===== src/rtl/hgpd_pkg.sv =====
// shared types, constants and helper functions of the holonomic goto-pose drive
package hgpd_pkg;

  localparam int CORDIC_STEPS_DEF        = 16;
  localparam int ANGLE_FRACTION_BITS_DEF = 12;

  localparam int POS_W       = 16;
  localparam int DIFF_W      = 17;
  localparam int SPEED_W     = 8;
  localparam int DIST_W      = 16;
  localparam int WHEEL_W     = 10;
  localparam int SQ_W        = 32;
  localparam int SUM_W       = 33;
  localparam int RAD_W       = 34;
  localparam int ROOT_W      = 17;
  localparam int REM_W       = 20;
  localparam int SQRT_STEPS  = 17;
  localparam int DIV_STEPS   = 8;
  localparam int DIV_BW      = 3;
  localparam int DIV_W       = 28;
  localparam int DEN_W       = 20;
  localparam int TNUM_W      = 26;
  localparam int PRE_SHIFT   = 14;
  localparam int CORDIC_W    = 34;
  localparam int VEC_W       = 33;
  localparam int Q30         = 30;
  localparam int QUEUE_DEPTH = 2;
  localparam int CFG_IDX_W   = 3;
  localparam int CFG_DATA_W  = 16;

  // 1/sqrt2 in Q30 split in two halves of the multiply
  localparam int                 INV_SQRT2_SPLIT = 15;
  localparam logic signed [15:0] INV_SQRT2_HI    = 16'sd23170;
  localparam logic signed [15:0] INV_SQRT2_LO    = 16'sd15565;

  // reciprocal multipliers for small constant divisions
  localparam logic [15:0] DIV10_MUL   = 16'd52429;
  localparam logic [15:0] DIV100_MUL  = 16'd5243;
  localparam int          RECIP_SHIFT = 19;

  typedef enum logic [1:0] {
    BAND_FULL,
    BAND_PROP,
    BAND_CREEP,
    BAND_STOP
  } band_t;

  typedef enum logic [CFG_IDX_W-1:0] {
    REG_MAX_SPEED,
    REG_FAR_DISTANCE,
    REG_NEAR_DISTANCE,
    REG_STOP_DISTANCE,
    REG_FAST_TURN_ERROR,
    REG_SLOW_TURN_ERROR,
    REG_STOP_TURN_ERROR
  } reg_idx_t;

  typedef struct packed {
    logic [SPEED_W-1:0] max_speed;
    logic [DIST_W-1:0]  far_distance;
    logic [DIST_W-1:0]  near_distance;
    logic [DIST_W-1:0]  stop_distance;
    logic [DIST_W-1:0]  fast_turn_error;
    logic [DIST_W-1:0]  slow_turn_error;
    logic [DIST_W-1:0]  stop_turn_error;
  } cfg_t;

  typedef struct packed {
    logic signed [DIFF_W-1:0] dx;
    logic signed [DIFF_W-1:0] dy;
    logic [SUM_W-1:0]         sum_sq;
    logic [TNUM_W-1:0]        turn_num;
    band_t                    dband;
    band_t                    tband;
  } item_t;

  typedef struct packed {
    logic full;
    logic empty;
  } fifo_stat_t;

  function automatic logic [SPEED_W-1:0] div10(input logic [11:0] n);
    logic [27:0] p;
    p = 28'(n) * 28'(DIV10_MUL);
    return p[RECIP_SHIFT +: SPEED_W];
  endfunction

  function automatic logic [SPEED_W-1:0] div100(input logic [11:0] n);
    logic [27:0] p;
    p = 28'(n) * 28'(DIV100_MUL);
    return p[RECIP_SHIFT +: SPEED_W];
  endfunction

  // inverse cordic gain in Q30, worked out at elaboration
  function automatic logic [63:0] inv_gain(input int steps);
    logic [63:0] k2;
    logic [63:0] n;
    logic [63:0] r;
    logic [63:0] b;
    logic [63:0] kq;
    logic [63:0] rem;
    logic [63:0] q;
    k2 = 64'd1 << Q30;
    for (int i = 0; i < 60; i++) begin
      if (i < steps && 2 * i <= Q30)
        k2 = (k2 * ((64'd1 << Q30) + (64'd1 << (Q30 - 2 * i)))) >> Q30;
    end
    n = k2 << Q30;
    r = '0;
    b = 64'd1 << 62;
    for (int j = 0; j < 32; j++) begin
      if (b > n) b = b >> 2;
    end
    for (int j = 0; j < 32; j++) begin
      if (b != 0) begin
        if (n >= r + b) begin
          n = n - (r + b);
          r = (r >> 1) + b;
        end else begin
          r = r >> 1;
        end
        b = b >> 2;
      end
    end
    kq = (r == 0) ? 64'd1 : r;
    rem = '0;
    q = '0;
    for (int j = 60; j >= 0; j--) begin
      rem = (rem << 1) | ((j == 60) ? 64'd1 : 64'd0);
      if (rem >= kq) begin
        rem = rem - kq;
        q = q | (64'd1 << j);
      end
    end
    return q;
  endfunction

endpackage


===== src/rtl/hgpd_front.sv =====
// front pipeline: takes pose items, forms errors and squares, picks the speed bands
module hgpd_front (
  input  logic                                  clk,
  input  logic                                  rst_n,
  input  hgpd_pkg::cfg_t                        cfg,
  input  logic                                  in_valid,
  output logic                                  in_stall,
  input  logic signed [hgpd_pkg::POS_W-1:0]     in_target_x,
  input  logic signed [hgpd_pkg::POS_W-1:0]     in_target_y,
  input  logic signed [hgpd_pkg::POS_W-1:0]     in_target_heading,
  input  logic signed [hgpd_pkg::POS_W-1:0]     in_current_x,
  input  logic signed [hgpd_pkg::POS_W-1:0]     in_current_y,
  input  logic signed [hgpd_pkg::POS_W-1:0]     in_current_heading,
  input  hgpd_pkg::fifo_stat_t                  q_stat,
  output logic                                  push,
  output hgpd_pkg::item_t                       push_item
);

  localparam int DW = hgpd_pkg::DIFF_W;

  function automatic logic [hgpd_pkg::TNUM_W-1:0] TNUM_W_CAST(
    input logic [hgpd_pkg::DIST_W-1:0] a,
    input logic [9:0]                  b
  );
    return hgpd_pkg::TNUM_W'(a) * hgpd_pkg::TNUM_W'(b);
  endfunction

  logic v1_r, v2_r, v3_r;
  logic rdy1, rdy2, rdy3;

  // stage 1: differences
  logic signed [DW-1:0] dx1_r, dy1_r, dh1_r;
  // stage 2: squares, turn numerator, turn band
  logic signed [DW-1:0]            dx2_r, dy2_r;
  logic [hgpd_pkg::SQ_W-1:0]       dxsq_r, dysq_r;
  logic [hgpd_pkg::TNUM_W-1:0]     tnum2_r;
  hgpd_pkg::band_t                 tband2_r;
  // squared distance thresholds
  logic [hgpd_pkg::SQ_W-1:0]       far_sq_r, near_sq_r, stop_sq_r;
  // stage 3: queue entry
  hgpd_pkg::item_t                 item3_r;

  logic signed [2*DW-1:0]          dxsq_full, dysq_full;
  logic [9:0]                      mx3;
  logic signed [DW:0]              dh_ext;
  hgpd_pkg::band_t                 tband_nxt;
  hgpd_pkg::band_t                 dband_nxt;
  logic [hgpd_pkg::SUM_W-1:0]      sum_sq;
  logic [hgpd_pkg::TNUM_W-1:0]     tnum_nxt;

  assign rdy3     = !v3_r || !q_stat.full;
  assign rdy2     = !v2_r || rdy3;
  assign rdy1     = !v1_r || rdy2;
  assign in_stall = !rdy1;
  assign push      = v3_r && !q_stat.full;
  assign push_item = item3_r;

  assign dxsq_full = dx1_r * dx1_r;
  assign dysq_full = dy1_r * dy1_r;
  assign mx3       = {2'b00, cfg.max_speed} + {1'b0, cfg.max_speed, 1'b0};
  assign tnum_nxt  = TNUM_W_CAST(dh1_r[hgpd_pkg::DIST_W-1:0], mx3);
  assign dh_ext    = {dh1_r[DW-1], dh1_r};
  assign sum_sq    = {1'b0, dxsq_r} + {1'b0, dysq_r};

  // heading error bands, negative errors never pass a threshold
  always_comb begin
    if (dh_ext > $signed({2'b00, cfg.fast_turn_error}))
      tband_nxt = hgpd_pkg::BAND_FULL;
    else if (dh_ext > $signed({2'b00, cfg.slow_turn_error}))
      tband_nxt = hgpd_pkg::BAND_PROP;
    else if (dh_ext > $signed({2'b00, cfg.stop_turn_error}))
      tband_nxt = hgpd_pkg::BAND_CREEP;
    else
      tband_nxt = hgpd_pkg::BAND_STOP;
  end

  always_comb begin
    if (sum_sq > {1'b0, far_sq_r})
      dband_nxt = hgpd_pkg::BAND_FULL;
    else if (sum_sq > {1'b0, near_sq_r})
      dband_nxt = hgpd_pkg::BAND_PROP;
    else if (sum_sq > {1'b0, stop_sq_r})
      dband_nxt = hgpd_pkg::BAND_CREEP;
    else
      dband_nxt = hgpd_pkg::BAND_STOP;
  end

  always_ff @(posedge clk) begin
    if (!rst_n) begin
      v1_r <= 1'b0;
      v2_r <= 1'b0;
      v3_r <= 1'b0;
    end else begin
      if (rdy1) v1_r <= in_valid;
      if (rdy2) v2_r <= v1_r;
      if (rdy3) v3_r <= v2_r;
    end
  end

  always_ff @(posedge clk) begin
    far_sq_r  <= hgpd_pkg::SQ_W'(cfg.far_distance) * hgpd_pkg::SQ_W'(cfg.far_distance);
    near_sq_r <= hgpd_pkg::SQ_W'(cfg.near_distance) * hgpd_pkg::SQ_W'(cfg.near_distance);
    stop_sq_r <= hgpd_pkg::SQ_W'(cfg.stop_distance) * hgpd_pkg::SQ_W'(cfg.stop_distance);
    if (rdy1 && in_valid) begin
      dx1_r <= DW'(in_target_x) - DW'(in_current_x);
      dy1_r <= DW'(in_target_y) - DW'(in_current_y);
      dh1_r <= DW'(in_target_heading) - DW'(in_current_heading);
    end
    if (rdy2 && v1_r) begin
      dx2_r    <= dx1_r;
      dy2_r    <= dy1_r;
      dxsq_r   <= dxsq_full[hgpd_pkg::SQ_W-1:0];
      dysq_r   <= dysq_full[hgpd_pkg::SQ_W-1:0];
      tnum2_r  <= tnum_nxt;
      tband2_r <= tband_nxt;
    end
    if (rdy3 && v2_r) begin
      item3_r.dx       <= dx2_r;
      item3_r.dy       <= dy2_r;
      item3_r.sum_sq   <= sum_sq;
      item3_r.turn_num <= tnum2_r;
      item3_r.dband    <= dband_nxt;
      item3_r.tband    <= tband2_r;
    end
  end

endmodule


===== config.mk =====
export PLATFORM = sky130hd
export DESIGN_NAME = hgpd_front
export DESIGN_NICKNAME = d
export VERILOG_FILES = /design/src/rtl/hgpd_pkg.sv /design/src/rtl/hgpd_front.sv
export SDC_FILE = /design/constraint.sdc
export NUM_CORES = 2
export LEC_CHECK = 0
export BUFFER_PORTS_ARGS = -buffer_cell sky130_fd_sc_hd__buf_2
export CAP_MARGIN = 10
export CORE_MARGIN = 2
export CORE_UTILIZATION = 66
export CTS_BUF_LIST = sky130_fd_sc_hd__clkbuf_4 sky130_fd_sc_hd__clkbuf_8
export CTS_CLUSTER_DIAMETER = 50
export DETAILED_ROUTE_END_ITERATION = 8
export PLACE_DENSITY = 0.83
export SYNTH_ARGS = -nofsm -noshare
export SYNTH_HDL_FRONTEND = slang
export SYNTH_SLANG_ARGS = --single-unit

===== constraint.sdc =====
create_clock -name clk -period 11.3 [get_ports clk]
set_clock_uncertainty 0.05 [all_clocks]
set_input_delay 0.565 -clock clk [delete_from_list [all_inputs] [get_ports clk]]
set_output_delay 0.565 -clock clk [all_outputs]
set_load 0.01 [all_outputs]

==> flow_summary.yaml <==
synthesis:
  synth_largest_area_cell: "fa_1"
  synth_warnings: 0
  synth_cell_type_count: 87
  postSynthCellCount: 6350
  yosys.cell_count.top_type: "inv_1"
  synth-seq-area-share_pct: 16.1
  synth_top_family_by_area: "adder cells"
  synthArstFlopShare_pct: 0
  synthAdderAreaFrac_pct: 51.1
  synth_top_area_share_pct: 36.0
  synth_compound_area_share_pct: 7.03
  muxShareOfSynthArea_pct: 0.106
  synthSimpleGateAreaFrac_pct: 11.4
  synth-seq-cells: 366
  syn_area_mm2: 0.0624
  synth_flop_cell: "edfxtp_1"
  ys_top_cells_by_area: "fa_1 (36%), ha_1 (15%), edfxtp_1 (13%)"
  synthXorXnorAreaFrac_pct: 3.75
  syn-num-nets: 8430
  synth_edf_count: 270
  yosys-top-cells-count: "inv_1 (1651), fa_1 (1123), ha_1 (752), nand2_1 (448), and2_1 (366)"
  syn_area_per_cell_um2: 9.83
layout:
  final_util_pct: 71.4
  post-route-cell-area_mm2: 0.0667
  nets: 8705
  syn_to_final_growth_pct: 6.82
  fillCellCount: 6612
  regArea_mm2: 0.0100
  layout.cells.non_filler: 7934
  multiInputGateArea_mm2: 0.0458
  drive_gt1_share_pct: 7.49
critical_path:
  end_kind: "register"
  reg2reg_from: "dy1_r[16]$_DFFE_PP_"
  cp.arrival_ps: 7960
  cp.required_ps: 11650
  crit_type: "register to register"
  r2r-end: "dysq_r[31]$_DFFE_PP_"
  r2r_slack_ps: 3690
  cp-start-kind: "register"
  reg2regPathDepth: 18
  crit_path_max_fanout: 22
cts:
  cts.clk_slew.worst_paths_ps: 60
  clk_path_buf_depth: 3
  cts-htree-levels: 3
  cts_resized: 0
  clock_latency_ps: 690
  cts_tree: "done"
  hold_buffers: 0
  root_buffer: "clkbuf_8"
  postCtsSetupRepairBufs: 0
  numCtsBuffers: 67
  cts_sinks: 366
floorplanning:
  coreArea_mm2: 0.0935
  die_width_um: 312
  dieArea_mm2: 0.0971
  die_h_um: 312
  start_util_pct: 66.8
  io_pins: 304
  rows: 112
sta:
  setup_viol: 0
  tightest_slew_ps: 1270
  rsz0062_at_grt: "no"
  setup_tns_ps: 0
  maxSlewHeadroom_pct: 15.4
  finalCriticalPeriod_ps: 7610
  slew_viol_final: 0
  max_freq_mhz: 131
  period_share_pct: 67.3
  finalHoldViolations: 0
place:
  gp_congestion: 0.900
  numPortBuffers: 302
  place_area_mm2: 0.0652
  hpwl_mm: 113
  dp.cells: 7810
global_route:
  grt_max_degree: 71
  antenna_found_initial: 5
  grt_pass1_wl_mm: 232
  globalRouteTotalUtil_pct: 29.5
  grt_pass1_vias: 48700
  grt_overflow: 0
status:
  outcome: "complete, no violations"
detailed_routing:
  wirelength_mm: 138
  drc: 0
  drtPass1Iterations: 5
  drt_iter0_drc: 2722
  antenna_left: 0
  wl_per_cell_um: 17.4
  num_vias: 44100
  vias_per_cell: 5.56
worst_hold_path:
  worstHoldPathCells: 2
  hold_start: "in_valid"
  hold_path.class: "input port to register"
  hold_end: "v1_r$_SDFFE_PN0N_"
job:
  drv_cap: 0
layer usage:
layer / track usage [%] / vias to the layer above / wire length [um] / share of wire, %
li1: - / 20200 / - / -
met1: 36.8 / 22100 / 53200 / 39
met2: 52.1 / 1518 / 69600 / 51
met3: 4.83 / 355 / 10000 / 7.3
met4: 10.1 / 2 / 4840 / 3.5
met5: 0 / - / 13 / 0.0094
flip-flops by register name (all words and copies together) (netlist names):
signal	cells
dh1_r	17
dx1_r	17
dx2_r	17
dxsq_r	30
dy1_r	17
dy2_r	17
dysq_r	30
far_sq_r	31
near_sq_r	31
push_item	97
stop_sq_r	31
tband2_r	2
tnum2_r	26
v1_r	1
v2_r	1
v3_r	1
stage by stage:
step                hold WS [ps]  setup WS, ps
floorplan                    350          2950
global placement             351          3760
detailed placement           355          3550
CTS                         67.2          3720
global route                78.0          3240
finish                       104          3690
worst max path at each step:
stage                        startpoint  slack (ps)                      to  depth (start not counted)
floorplan                     q_stat[1]        2950  push_item[0]$_DFFE_PP_                          1
global placement                cfg[96]        3760   tnum2_r[23]$_DFFE_PP_                         27
detailed placement              cfg[96]        3550   tnum2_r[23]$_DFFE_PP_                         28
CTS                 dy1_r[16]$_DFFE_PP_        3720    dysq_r[31]$_DFFE_PP_                         18
global route        dy1_r[16]$_DFFE_PP_        3240    dysq_r[31]$_DFFE_PP_                         18
finish              dy1_r[16]$_DFFE_PP_        3690    dysq_r[31]$_DFFE_PP_                         18
cell families (layout without fill, tap and decap cells):
family                   Yosys count  count (layout)
multiplexers                       6               6
other                              0               2
AO/OA/AOI/OAI                    658             658
flip-flops                       366             366
buffers and inverters           1765            2093
AND/OR/NAND/NOR                 1413            1413
XOR/XNOR                         267             267
adder cells (fa/ha/maj)         1875            1875
area by class of cell:
cell class	instances	area share, %
antenna	2	0.00750
clock buffer	87	1.65
clock inverter	35	0.516
inverter	1652	9.30
multi-input combinational	4219	68.7
sequential	366	15.0
tap	1254	2.35
timing repair buffer	319	2.46
cell usage in the layout, fill, tap and decap left out, types with 14 or more instances in the layout:
cell type / instances
buf_2: 302
fa_1: 1123
nor2_1: 219
o21ai_0: 97
nand3_1: 55
inv_1: 1651
a31oi_1: 15
and2_1: 366
ha_1: 752
xor2_1: 78
nand4_1: 32
nor3_1: 56
buf_4: 17
or3_1: 21
clkbuf_8: 71
o21bai_1: 34
xnor2_1: 189
or2_2: 22
edfxtp_1: 270
a21o_1: 96
a21oi_1: 212
dfxtp_1: 96
o211ai_1: 14
o21a_1: 43
nor2b_1: 60
a211oi_1: 23
and3_1: 26
clkbuf_4: 16
nand2_1: 448
nand2b_1: 61
worst max-delay path: stages (launching register included):
cell	delay [ps]
edfxtp_1	860
inv_1	480
nor2_1	460
fa_1	510
fa_1	550
inv_1	310
fa_1	500
fa_1	570
fa_1	430
fa_1	490
inv_1	40
ha_1	410
a21o_1	220
a21o_1	170
a221o_1	350
a21oi_1	150
o211ai_1	170
or4_1	420
and4_1	210
Power is left out: the tool's default activity adds up to more than one toggle a clock period on the data nets, which glitch-free logic cannot reach.
