<file path="config.mk">
export PLATFORM = sky130hd
export DESIGN_NAME = hgpd_fifo
export DESIGN_NICKNAME = d
export VERILOG_FILES = /design/src/rtl/hgpd_pkg.sv /design/src/rtl/hgpd_fifo.sv
export SDC_FILE = /design/constraint.sdc
export NUM_CORES = 1
export LEC_CHECK = 0
export BUFFER_PORTS_ARGS = -buffer_cell sky130_fd_sc_hd__clkbuf_2
export CAP_MARGIN = 20
export CORE_MARGIN = 1
export CORE_UTILIZATION = 40
export DETAILED_ROUTE_END_ITERATION = 12
export GPL_TIMING_DRIVEN = 0
export PLACE_DENSITY = 0.66
export SYNTH_ARGS = -nofsm -noshare
export SYNTH_HDL_FRONTEND = slang
export SYNTH_SLANG_ARGS = --single-unit
export TNS_END_PERCENT = 5
</file>
<file path="constraint.sdc">
create_clock -name clk -period 9.3 [get_ports clk]
set_input_delay 0.93 -clock clk [delete_from_list [all_inputs] [get_ports clk]]
set_output_delay 0.93 -clock clk [all_outputs]
set_load 0.1 [all_outputs]
</file>
<file path="src/rtl/hgpd_pkg.sv">
// shared types, constants and helper functions of the holonomic goto-pose drive
package hgpd_pkg;

  localparam int CORDIC_STEPS_DEF        = 16;
  localparam int ANGLE_FRACTION_BITS_DEF = 12;

  localparam int POS_W       = 16;
  localparam int DIFF_W      = 17;
  localparam int SPEED_W     = 8;
  localparam int DIST_W      = 16;
  localparam int WHEEL_W     = 10;
  localparam int SQ_W        = 32;
  localparam int SUM_W       = 33;
  localparam int RAD_W       = 34;
  localparam int ROOT_W      = 17;
  localparam int REM_W       = 20;
  localparam int SQRT_STEPS  = 17;
  localparam int DIV_STEPS   = 8;
  localparam int DIV_BW      = 3;
  localparam int DIV_W       = 28;
  localparam int DEN_W       = 20;
  localparam int TNUM_W      = 26;
  localparam int PRE_SHIFT   = 14;
  localparam int CORDIC_W    = 34;
  localparam int VEC_W       = 33;
  localparam int Q30         = 30;
  localparam int QUEUE_DEPTH = 2;
  localparam int CFG_IDX_W   = 3;
  localparam int CFG_DATA_W  = 16;

  // 1/sqrt2 in Q30 split in two halves of the multiply
  localparam int                 INV_SQRT2_SPLIT = 15;
  localparam logic signed [15:0] INV_SQRT2_HI    = 16'sd23170;
  localparam logic signed [15:0] INV_SQRT2_LO    = 16'sd15565;

  // reciprocal multipliers for small constant divisions
  localparam logic [15:0] DIV10_MUL   = 16'd52429;
  localparam logic [15:0] DIV100_MUL  = 16'd5243;
  localparam int          RECIP_SHIFT = 19;

  typedef enum logic [1:0] {
    BAND_FULL,
    BAND_PROP,
    BAND_CREEP,
    BAND_STOP
  } band_t;

  typedef enum logic [CFG_IDX_W-1:0] {
    REG_MAX_SPEED,
    REG_FAR_DISTANCE,
    REG_NEAR_DISTANCE,
    REG_STOP_DISTANCE,
    REG_FAST_TURN_ERROR,
    REG_SLOW_TURN_ERROR,
    REG_STOP_TURN_ERROR
  } reg_idx_t;

  typedef struct packed {
    logic [SPEED_W-1:0] max_speed;
    logic [DIST_W-1:0]  far_distance;
    logic [DIST_W-1:0]  near_distance;
    logic [DIST_W-1:0]  stop_distance;
    logic [DIST_W-1:0]  fast_turn_error;
    logic [DIST_W-1:0]  slow_turn_error;
    logic [DIST_W-1:0]  stop_turn_error;
  } cfg_t;

  typedef struct packed {
    logic signed [DIFF_W-1:0] dx;
    logic signed [DIFF_W-1:0] dy;
    logic [SUM_W-1:0]         sum_sq;
    logic [TNUM_W-1:0]        turn_num;
    band_t                    dband;
    band_t                    tband;
  } item_t;

  typedef struct packed {
    logic full;
    logic empty;
  } fifo_stat_t;

  function automatic logic [SPEED_W-1:0] div10(input logic [11:0] n);
    logic [27:0] p;
    p = 28'(n) * 28'(DIV10_MUL);
    return p[RECIP_SHIFT +: SPEED_W];
  endfunction

  function automatic logic [SPEED_W-1:0] div100(input logic [11:0] n);
    logic [27:0] p;
    p = 28'(n) * 28'(DIV100_MUL);
    return p[RECIP_SHIFT +: SPEED_W];
  endfunction

  // inverse cordic gain in Q30, worked out at elaboration
  function automatic logic [63:0] inv_gain(input int steps);
    logic [63:0] k2;
    logic [63:0] n;
    logic [63:0] r;
    logic [63:0] b;
    logic [63:0] kq;
    logic [63:0] rem;
    logic [63:0] q;
    k2 = 64'd1 << Q30;
    for (int i = 0; i < 60; i++) begin
      if (i < steps && 2 * i <= Q30)
        k2 = (k2 * ((64'd1 << Q30) + (64'd1 << (Q30 - 2 * i)))) >> Q30;
    end
    n = k2 << Q30;
    r = '0;
    b = 64'd1 << 62;
    for (int j = 0; j < 32; j++) begin
      if (b > n) b = b >> 2;
    end
    for (int j = 0; j < 32; j++) begin
      if (b != 0) begin
        if (n >= r + b) begin
          n = n - (r + b);
          r = (r >> 1) + b;
        end else begin
          r = r >> 1;
        end
        b = b >> 2;
      end
    end
    kq = (r == 0) ? 64'd1 : r;
    rem = '0;
    q = '0;
    for (int j = 60; j >= 0; j--) begin
      rem = (rem << 1) | ((j == 60) ? 64'd1 : 64'd0);
      if (rem >= kq) begin
        rem = rem - kq;
        q = q | (64'd1 << j);
      end
    end
    return q;
  endfunction

endpackage

</file>
<file path="src/rtl/hgpd_fifo.sv">
// two-entry item queue between the classifying front and the arithmetic back
module hgpd_fifo (
  input  logic                 clk,
  input  logic                 rst_n,
  input  logic                 push,
  input  hgpd_pkg::item_t      push_item,
  input  logic                 pop,
  output hgpd_pkg::item_t      head_item,
  output hgpd_pkg::fifo_stat_t stat
);

  localparam int PTR_W = $clog2(hgpd_pkg::QUEUE_DEPTH);
  localparam int CNT_W = $clog2(hgpd_pkg::QUEUE_DEPTH + 1);

  hgpd_pkg::item_t mem_r [hgpd_pkg::QUEUE_DEPTH];
  logic [PTR_W-1:0] wr_ptr_r, wr_ptr_nxt;
  logic [PTR_W-1:0] rd_ptr_r, rd_ptr_nxt;
  logic [CNT_W-1:0] count_r, count_nxt;

  assign stat.full  = (count_r == CNT_W'(hgpd_pkg::QUEUE_DEPTH));
  assign stat.empty = (count_r == '0);
  assign head_item  = mem_r[rd_ptr_r];

  always_comb begin
    wr_ptr_nxt = wr_ptr_r;
    rd_ptr_nxt = rd_ptr_r;
    count_nxt  = count_r;
    if (push) begin
      wr_ptr_nxt = (wr_ptr_r == PTR_W'(hgpd_pkg::QUEUE_DEPTH - 1)) ? '0 : wr_ptr_r + 1'b1;
    end
    if (pop) begin
      rd_ptr_nxt = (rd_ptr_r == PTR_W'(hgpd_pkg::QUEUE_DEPTH - 1)) ? '0 : rd_ptr_r + 1'b1;
    end
    if (push && !pop) count_nxt = count_r + 1'b1;
    else if (pop && !push) count_nxt = count_r - 1'b1;
  end

  always_ff @(posedge clk) begin
    if (!rst_n) begin
      wr_ptr_r <= '0;
      rd_ptr_r <= '0;
      count_r  <= '0;
    end else begin
      wr_ptr_r <= wr_ptr_nxt;
      rd_ptr_r <= rd_ptr_nxt;
      count_r  <= count_nxt;
    end
  end

  always_ff @(posedge clk) begin
    if (push) mem_r[wr_ptr_r] <= push_item;
  end

endmodule

</file>
==> impl_metrics.ini, run 1 <==
[outcome]
outcome = finished clean

[floorplan]
dieHeight_microns = 137
io_pins = 200
fp.dieW_microns = 137
core_area_sq_um = 18000
row_count = 49
die_area_sq_um = 18900
start_util_pct = 40.8

[global_routing]
grt_pass1_vias = 3861
grtUsageTotal_pct = 13.9
grt_max_degree = 51
grt_first_pass_wirelength_mm = 19.3
antenna_found_initial = 0
overflow = 0

[clock_network]
clock-sinks = 199
ctsResizeCount = 0
cts_root_buf = clkbuf_16
path_clk_slew_ns = 0.07
cts.path.max_buffers = 2
cts_max_level = 4
cts_tree = yes
cts_hold_buf = 0
post_cts_buffers = 0
numCtsBuffers = 17
clock_latency_ns = 0.42

[pwr]
finalPower_mw = 2.24
p_per_area_nw_per_um2 = 242
ir_worst_vdd_mv = 0.146
leakage_nw = 3.59

[synthesis]
synthDistinctLibCells = 17
syn_area_sq_um = 7330
synthTopCellsByArea = edfxtp_1 (79%), mux2_2 (10%), mux2_4 (6.1%), dfxtp_1 (1.4%), buf_6 (0.77%)
yosys_warnings = 0
synthMuxAreaShare_pct = 16.4
ys_ff_latch = 199
synth_nets = 426
synth_top_family_by_area = multiplexers
synth_top_area_cell = edfxtp_1
synthSimpleGateAreaFrac_pct = 0.734
synth_top_area_share_pct = 79.4
synthAdderAreaFrac_pct = 0.171
synth_compound_area_share_pct = 0.273
synthXorXnorAreaFrac_pct = 0.358
synth-seq-area-share_pct = 80.8
synth_cells = 324
avgSynthCellArea_sq_um = 22.6

[worst_setup_path]
path_depth = 5
slowest_stage = clkbuf_2
worst-path-max-fanout = 10
max_stage_delay_ns = 0.37
critPathBufInv = 4
reg2reg_depth = 2
r2r_end = mem_r[1][32]
rrSetupSlack_ns = 7.60
critPathArrivalTime_ns = 1.96
r2r-start = wr_ptr_r
crit_required_ns = 8.37
critPathTopFamily = buffers and inverters
crit_chain = buf_6, buf_6, buf_6, mux2_4, clkbuf_2
worstSetupPathType = flip-flop to primary output
endpoint_kind = primary output
worst_setup_path_start_kind = flip-flop
endpoint = head_item[71]
crit_top_cell = buf_6

[placement]
port_buffers = 199
place_congestion = 0.682
post-dp-hpwl_mm = 9.09

[job]
cap_violations = 0

[final_layout]
layout_common_cells = clkbuf_2 (199), edfxtp_1 (194), mux2_2 (67), mux2_4 (30), clkbuf_16 (17)
drive_above_1_share_pct = 61.3
diodes = 0
area_growth_pct = 26.3
layout_commonest_cell = clkbuf_2
fin_nets = 648

[timing]
max_freq_mhz = 346
rsz0062_at_grt = no
period_minus_slack_ns = 2.89
hold_viol_final = 0
report.final.slew_viol_count = 0
setup_viol = 0
finClkSkew_ns = 0.00797
period_share_pct = 31.0
maxSlewHeadroom_pct = 44.1
worst_slew_pin_slew_ns = 0.836
tns_ns = 0

[min_path]
hold_path.class = flip-flop to flip-flop

[detailed_routing]
drt-pass1-iter-count = 4
avgViaCountPerCell = 4.70
avgRoutedWirePerCell_microns = 16.3
drt.antenna.violating_nets = 0
drtIter0Drc = 156
vias = 3699
drt_wl_total_mm = 12.8
drc = 0
==> cell type report <==
type                    count  area [sq um]
plain buffers              11          86.3
clock buffers              17           425
clock inverters            14           119
fillers                  1485          8700
inverters                   1          3.75
multi-input cells         113          1330
flip-flops and latches    199          5930
well taps                 229           287
repair buffers            203          1090
==> stage by stage <==
step	hold WS [ns]	std cells	setup slack (ns)	cell area [sq um]	utilization [%]
global placement	0.478	752	1.06	8620	48.0
finish	0.502	787	6.41	9270	51.6
floorplan	0.466	324	3.55	7330	-
global route	0.546	787	6.32	9270	51.6
CTS	0.506	787	6.34	9270	51.6
detailed placement	0.495	756	6.81	8720	48.5
==> registers in the layout (all words and copies together), names as in the netlist, named ones only <==
register / count
count_r: 2
wr_ptr_r: 1
mem_r: 194
rd_ptr_r: 1
==> Yosys cell counts <==
| master | instances |
|---|---|
| and2_1 | 4 |
| dfxtp_1 | 5 |
| a21boi_1 | 1 |
| xor2_1 | 2 |
| buf_6 | 5 |
| nor2_1 | 1 |
| edfxtp_1 | 194 |
| mux2_2 | 67 |
| buf_2 | 6 |
| nor2b_1 | 3 |
| inv_1 | 1 |
| o21ai_0 | 1 |
| or3_1 | 1 |
| xnor2_1 | 1 |
| mux2_4 | 30 |
| o21a_1 | 1 |
| ha_1 | 1 |
==> power breakdown <==
group / switching [mW] / internal (mW)
logic: 0.415 / 0.109
clock network: 0.324 / 0.349
registers: 0.0112 / 1.04
total: 0.750 / 1.49
==> per-layer routing <==
| metal | global-route usage [%] | part of all wire [%] | up-vias |
|---|---|---|---|
| li1 | - | - | 1728 |
| met1 | 15.5 | 40 | 1824 |
| met5 | 0 | 0 | - |
| met3 | 5.78 | 7.3 | 16 |
| met4 | 5.25 | 1.6 | 0 |
| met2 | 23.6 | 51 | 131 |
==> worst min-delay path, stage by stage (launching register included) <==
cell and delay, ns:
dfxtp_1 0.33, o21ai_0 0.07, a21boi_1 0.06
==> how the worst min path moves through the flow <==
| stage | cells past startpoint | start | end |
|---|---|---|---|
| global route | 2 | count_r[1] | count_r[1] |
| CTS | 2 | count_r[1] | count_r[1] |
| finish | 2 | count_r[1] | count_r[1] |
| floorplan | 2 | count_r[1] | count_r[1] |
| global placement | 2 | count_r[1] | count_r[1] |
| detailed placement | 2 | count_r[1] | count_r[1] |
==> cells by family after synthesis <==
family,Yosys count
DFF,199
muxes,97
buffers and inverters,12
and+or+nand+nor,9
AOI/OAI and AO/OA,3
xor gates and xnor gates,3
adders and majority gates,1
Power figures use the tool's default switching activity.
==> run 2, diff against run 1 <==
Settings changed: ABC_AREA set to 1, PLACE_DENSITY 0.66 to 0.68.
Clock period 9.3 ns to 2.33 ns, I/O delays scaled along.
==> impl_metrics.ini, run 2 <==
[final_layout]
layout_common_cells = clkbuf_2 (199), edfxtp_1 (194), dlygate4sd3_1 (95), mux2_2 (67), mux2_4 (30)
layout_commonest_cell = clkbuf_2
regMostFlops = mem_r
drive_above_1_share_pct = 51.4
fin_nets = 756
area_growth_pct = 39.5
diodes = 0
top_regs = mem_r: 194 flops, count_r: 2 flops
largest_reg_flops = 194

[worst_setup_path]
crit_chain = buf_6, buf_6, buf_6, mux2_4, clkbuf_2
max_stage_delay_ns = 0.37
r2r-start = wr_ptr_r
critPathBufInv = 4
critPathTopFamily = buffers and inverters
crit_top_cell = buf_6
worst-path-max-fanout = 10
endpoint_kind = primary output
worst_setup_path_start_kind = flip-flop
slowest_stage = clkbuf_2
critPathArrivalTime_ns = 1.93
worstSetupPathType = flip-flop to primary output
crit_required_ns = 2.10

[placement]
dp_slack_ns = 0.562
place_congestion = 0.718
post-dp-hpwl_mm = 9.08
port_buffers = 199

[clock_network]
numCtsBuffers = 17
cts_max_level = 4
clock_latency_ns = 0.42
post_cts_buffers = 0
cts_root_buf = clkbuf_16
path_clk_slew_ns = 0.07
cts_tree = yes
clock-sinks = 199
cts.path.max_buffers = 2

[synthesis]
synth_top_area_share_pct = 79.3
async_reset_ff_share_pct = 0
ys_ff_latch = 199
synth-seq-area-share_pct = 80.7
synth_cells = 337
synth.most_common_cell = edfxtp_1
synth_top_area_cell = edfxtp_1
syn_area_sq_um = 7340
yosys-top-cells-count = edfxtp_1 (194), mux2_2 (67), mux2_4 (30), nor2_1 (9)
synth_edf_count = 194
avgSynthCellArea_sq_um = 21.8
synthFlopType = edfxtp_1
synthDistinctLibCells = 14
synthTopCellsByArea = edfxtp_1 (79%), mux2_2 (10%), mux2_4 (6.1%), dfxtp_1 (1.4%), buf_6 (0.77%)
synth_nets = 439
yosys_warnings = 0

[timing]
setup_ws_ns = 0.163
hold_ws_ns = 0.0280
tns_ns = 0
maxSlewHeadroom_pct = 57.4
max_freq_mhz = 461
period_minus_slack_ns = 2.17
rsz0062_at_grt = no
period_share_pct = 93.0
worst_slew_pin_slew_ns = 0.640
report.final.slew_viol_count = 0
hold_viol_final = 0
finClkSkew_ns = 0.00698
setup_viol = 0

[floorplan]
row_count = 49
dieHeight_microns = 138
start_util_pct = 40.9
io_pins = 200
core_area_sq_um = 18000
die_area_sq_um = 18900
fp.dieW_microns = 138

[global_routing]
grt_max_degree = 53
overflow = 0
grt_first_pass_wirelength_mm = 21.3
antenna_found_initial = 0
grt_pass1_vias = 4293
grtUsageTotal_pct = 15.3

[detailed_routing]
drt-pass1-iter-count = 4
drt_wl_total_mm = 14.2
vias = 4081
drt.antenna.violating_nets = 0
drc = 0
drtIter0Drc = 158
avgViaCountPerCell = 4.55
avgRoutedWirePerCell_microns = 15.8

[min_path]
hold_start = push_item[73]
hold_path.class = primary input to flip-flop

[pwr]
leakage_nw = 4.02
p_sw_mw = 2.88
p_comb_share_pct = 22.0
clkPwrFrac_pct = 31.5
finalPower_mw = 9.01
power.share.sequential_pct = 46.5
switching_share_pct = 31.9
internal-power_mw = 6.13
ir_worst_vdd_mv = 0.478
p_per_area_nw_per_um2 = 879

[outcome]
outcome = finished clean

[job]
cap_violations = 0
==> run 2: cell types whose count changed after synthesis, sizes merged, moves of 2 or more <==
cell / change
nor2: +8
nand2: +8
inv: +7
xor2: -2
nor2b: -3
and2: -4
==> run 2: cell families after synthesis <==
group / after synthesis / synth area share [%]
AND/OR/NAND/NOR: 19 / 1.02
buffers and inverters: 19 / 1.58
flip-flops: 199 / 80.7
adder cells (fa/ha/maj): 1 / 0.170
AO/OA/AOI/OAI: 2 / 0.136
multiplexers: 97 / 16.4
==> run 2: worst reg2reg max path, delay by kind of cell, from the launching register on <==
kind / cells / cell delay, ns
flip-flops: 1 / 0.40
buffers and inverters: 2 / 0.81
AND/OR/NAND/NOR: 1 / 0.13
==> run 2: path summary, 6_finish.rpt <==
| path | end | slack, ns | depth (start not counted) |
|---|---|---|---|
| hold reg to reg | rd_ptr_r | 0.53 | 2 |
| setup reg to reg | mem_r[1][73] | 0.60 | 3 |
| hold / removal | mem_r[0][73] | 0.03 | 1 |
| setup / recovery | head_item[51] | 0.16 | 5 |
==> run 2: final cells by class <==
| type | instances | area (sq um) |
|---|---|---|
| Clock inverter | 13 | 139 |
| Clock buffer | 19 | 433 |
| Fill cell | 1410 | 7720 |
| Sequential cell | 199 | 5930 |
| Timing Repair Buffer | 298 | 2030 |
| Inverter | 8 | 32.5 |
| Multi-Input combinational cell | 119 | 1310 |
| Tap cell | 229 | 287 |
| Buffer | 11 | 86.3 |
==> run 2: power groups by stage <==
| stage | clock network (mW) | registers [mW] | logic [mW] |
|---|---|---|---|
| 2_1_floorplan | 0 | 4.26 | 1.53 |
| 3_3_place_gp | 0 | 4.27 | 1.82 |
| 3_5_place_dp | 0 | 4.26 | 1.86 |
| 4_1_cts | 2.90 | 4.18 | 1.99 |
| 5_1_grt | 3.05 | 4.20 | 2.06 |
| 6_report | 2.84 | 4.18 | 1.98 |
==> run 2: what timing repair did <==
action / in CTS / in global routing
hold buffers: 95 / 0
gates resized for setup: 0 / 0
hold endpoints to repair: 190 / 0
==> run 2: through the flow <==
stage	utilization (%)	cells	area (sq um)
3_5_place_dp	48.6	769	8720
4_1_cts	57.0	896	10200
3_3_place_gp	48.1	765	8630
6_report	57.0	896	10200
5_1_grt	57.0	896	10200
2_1_floorplan	-	337	7350
==> run 2: routing by layer <==
| layer | wire [microns] | vias to the layer above | GRT usage, % |
|---|---|---|---|
| met2 | 7560 | 131 | 27.0 |
| met5 | 0 | - | 0 |
| met3 | 835 | 12 | 4.97 |
| li1 | - | 1952 | - |
| met4 | 179 | 0 | 5.56 |
| met1 | 5580 | 1986 | 17.1 |
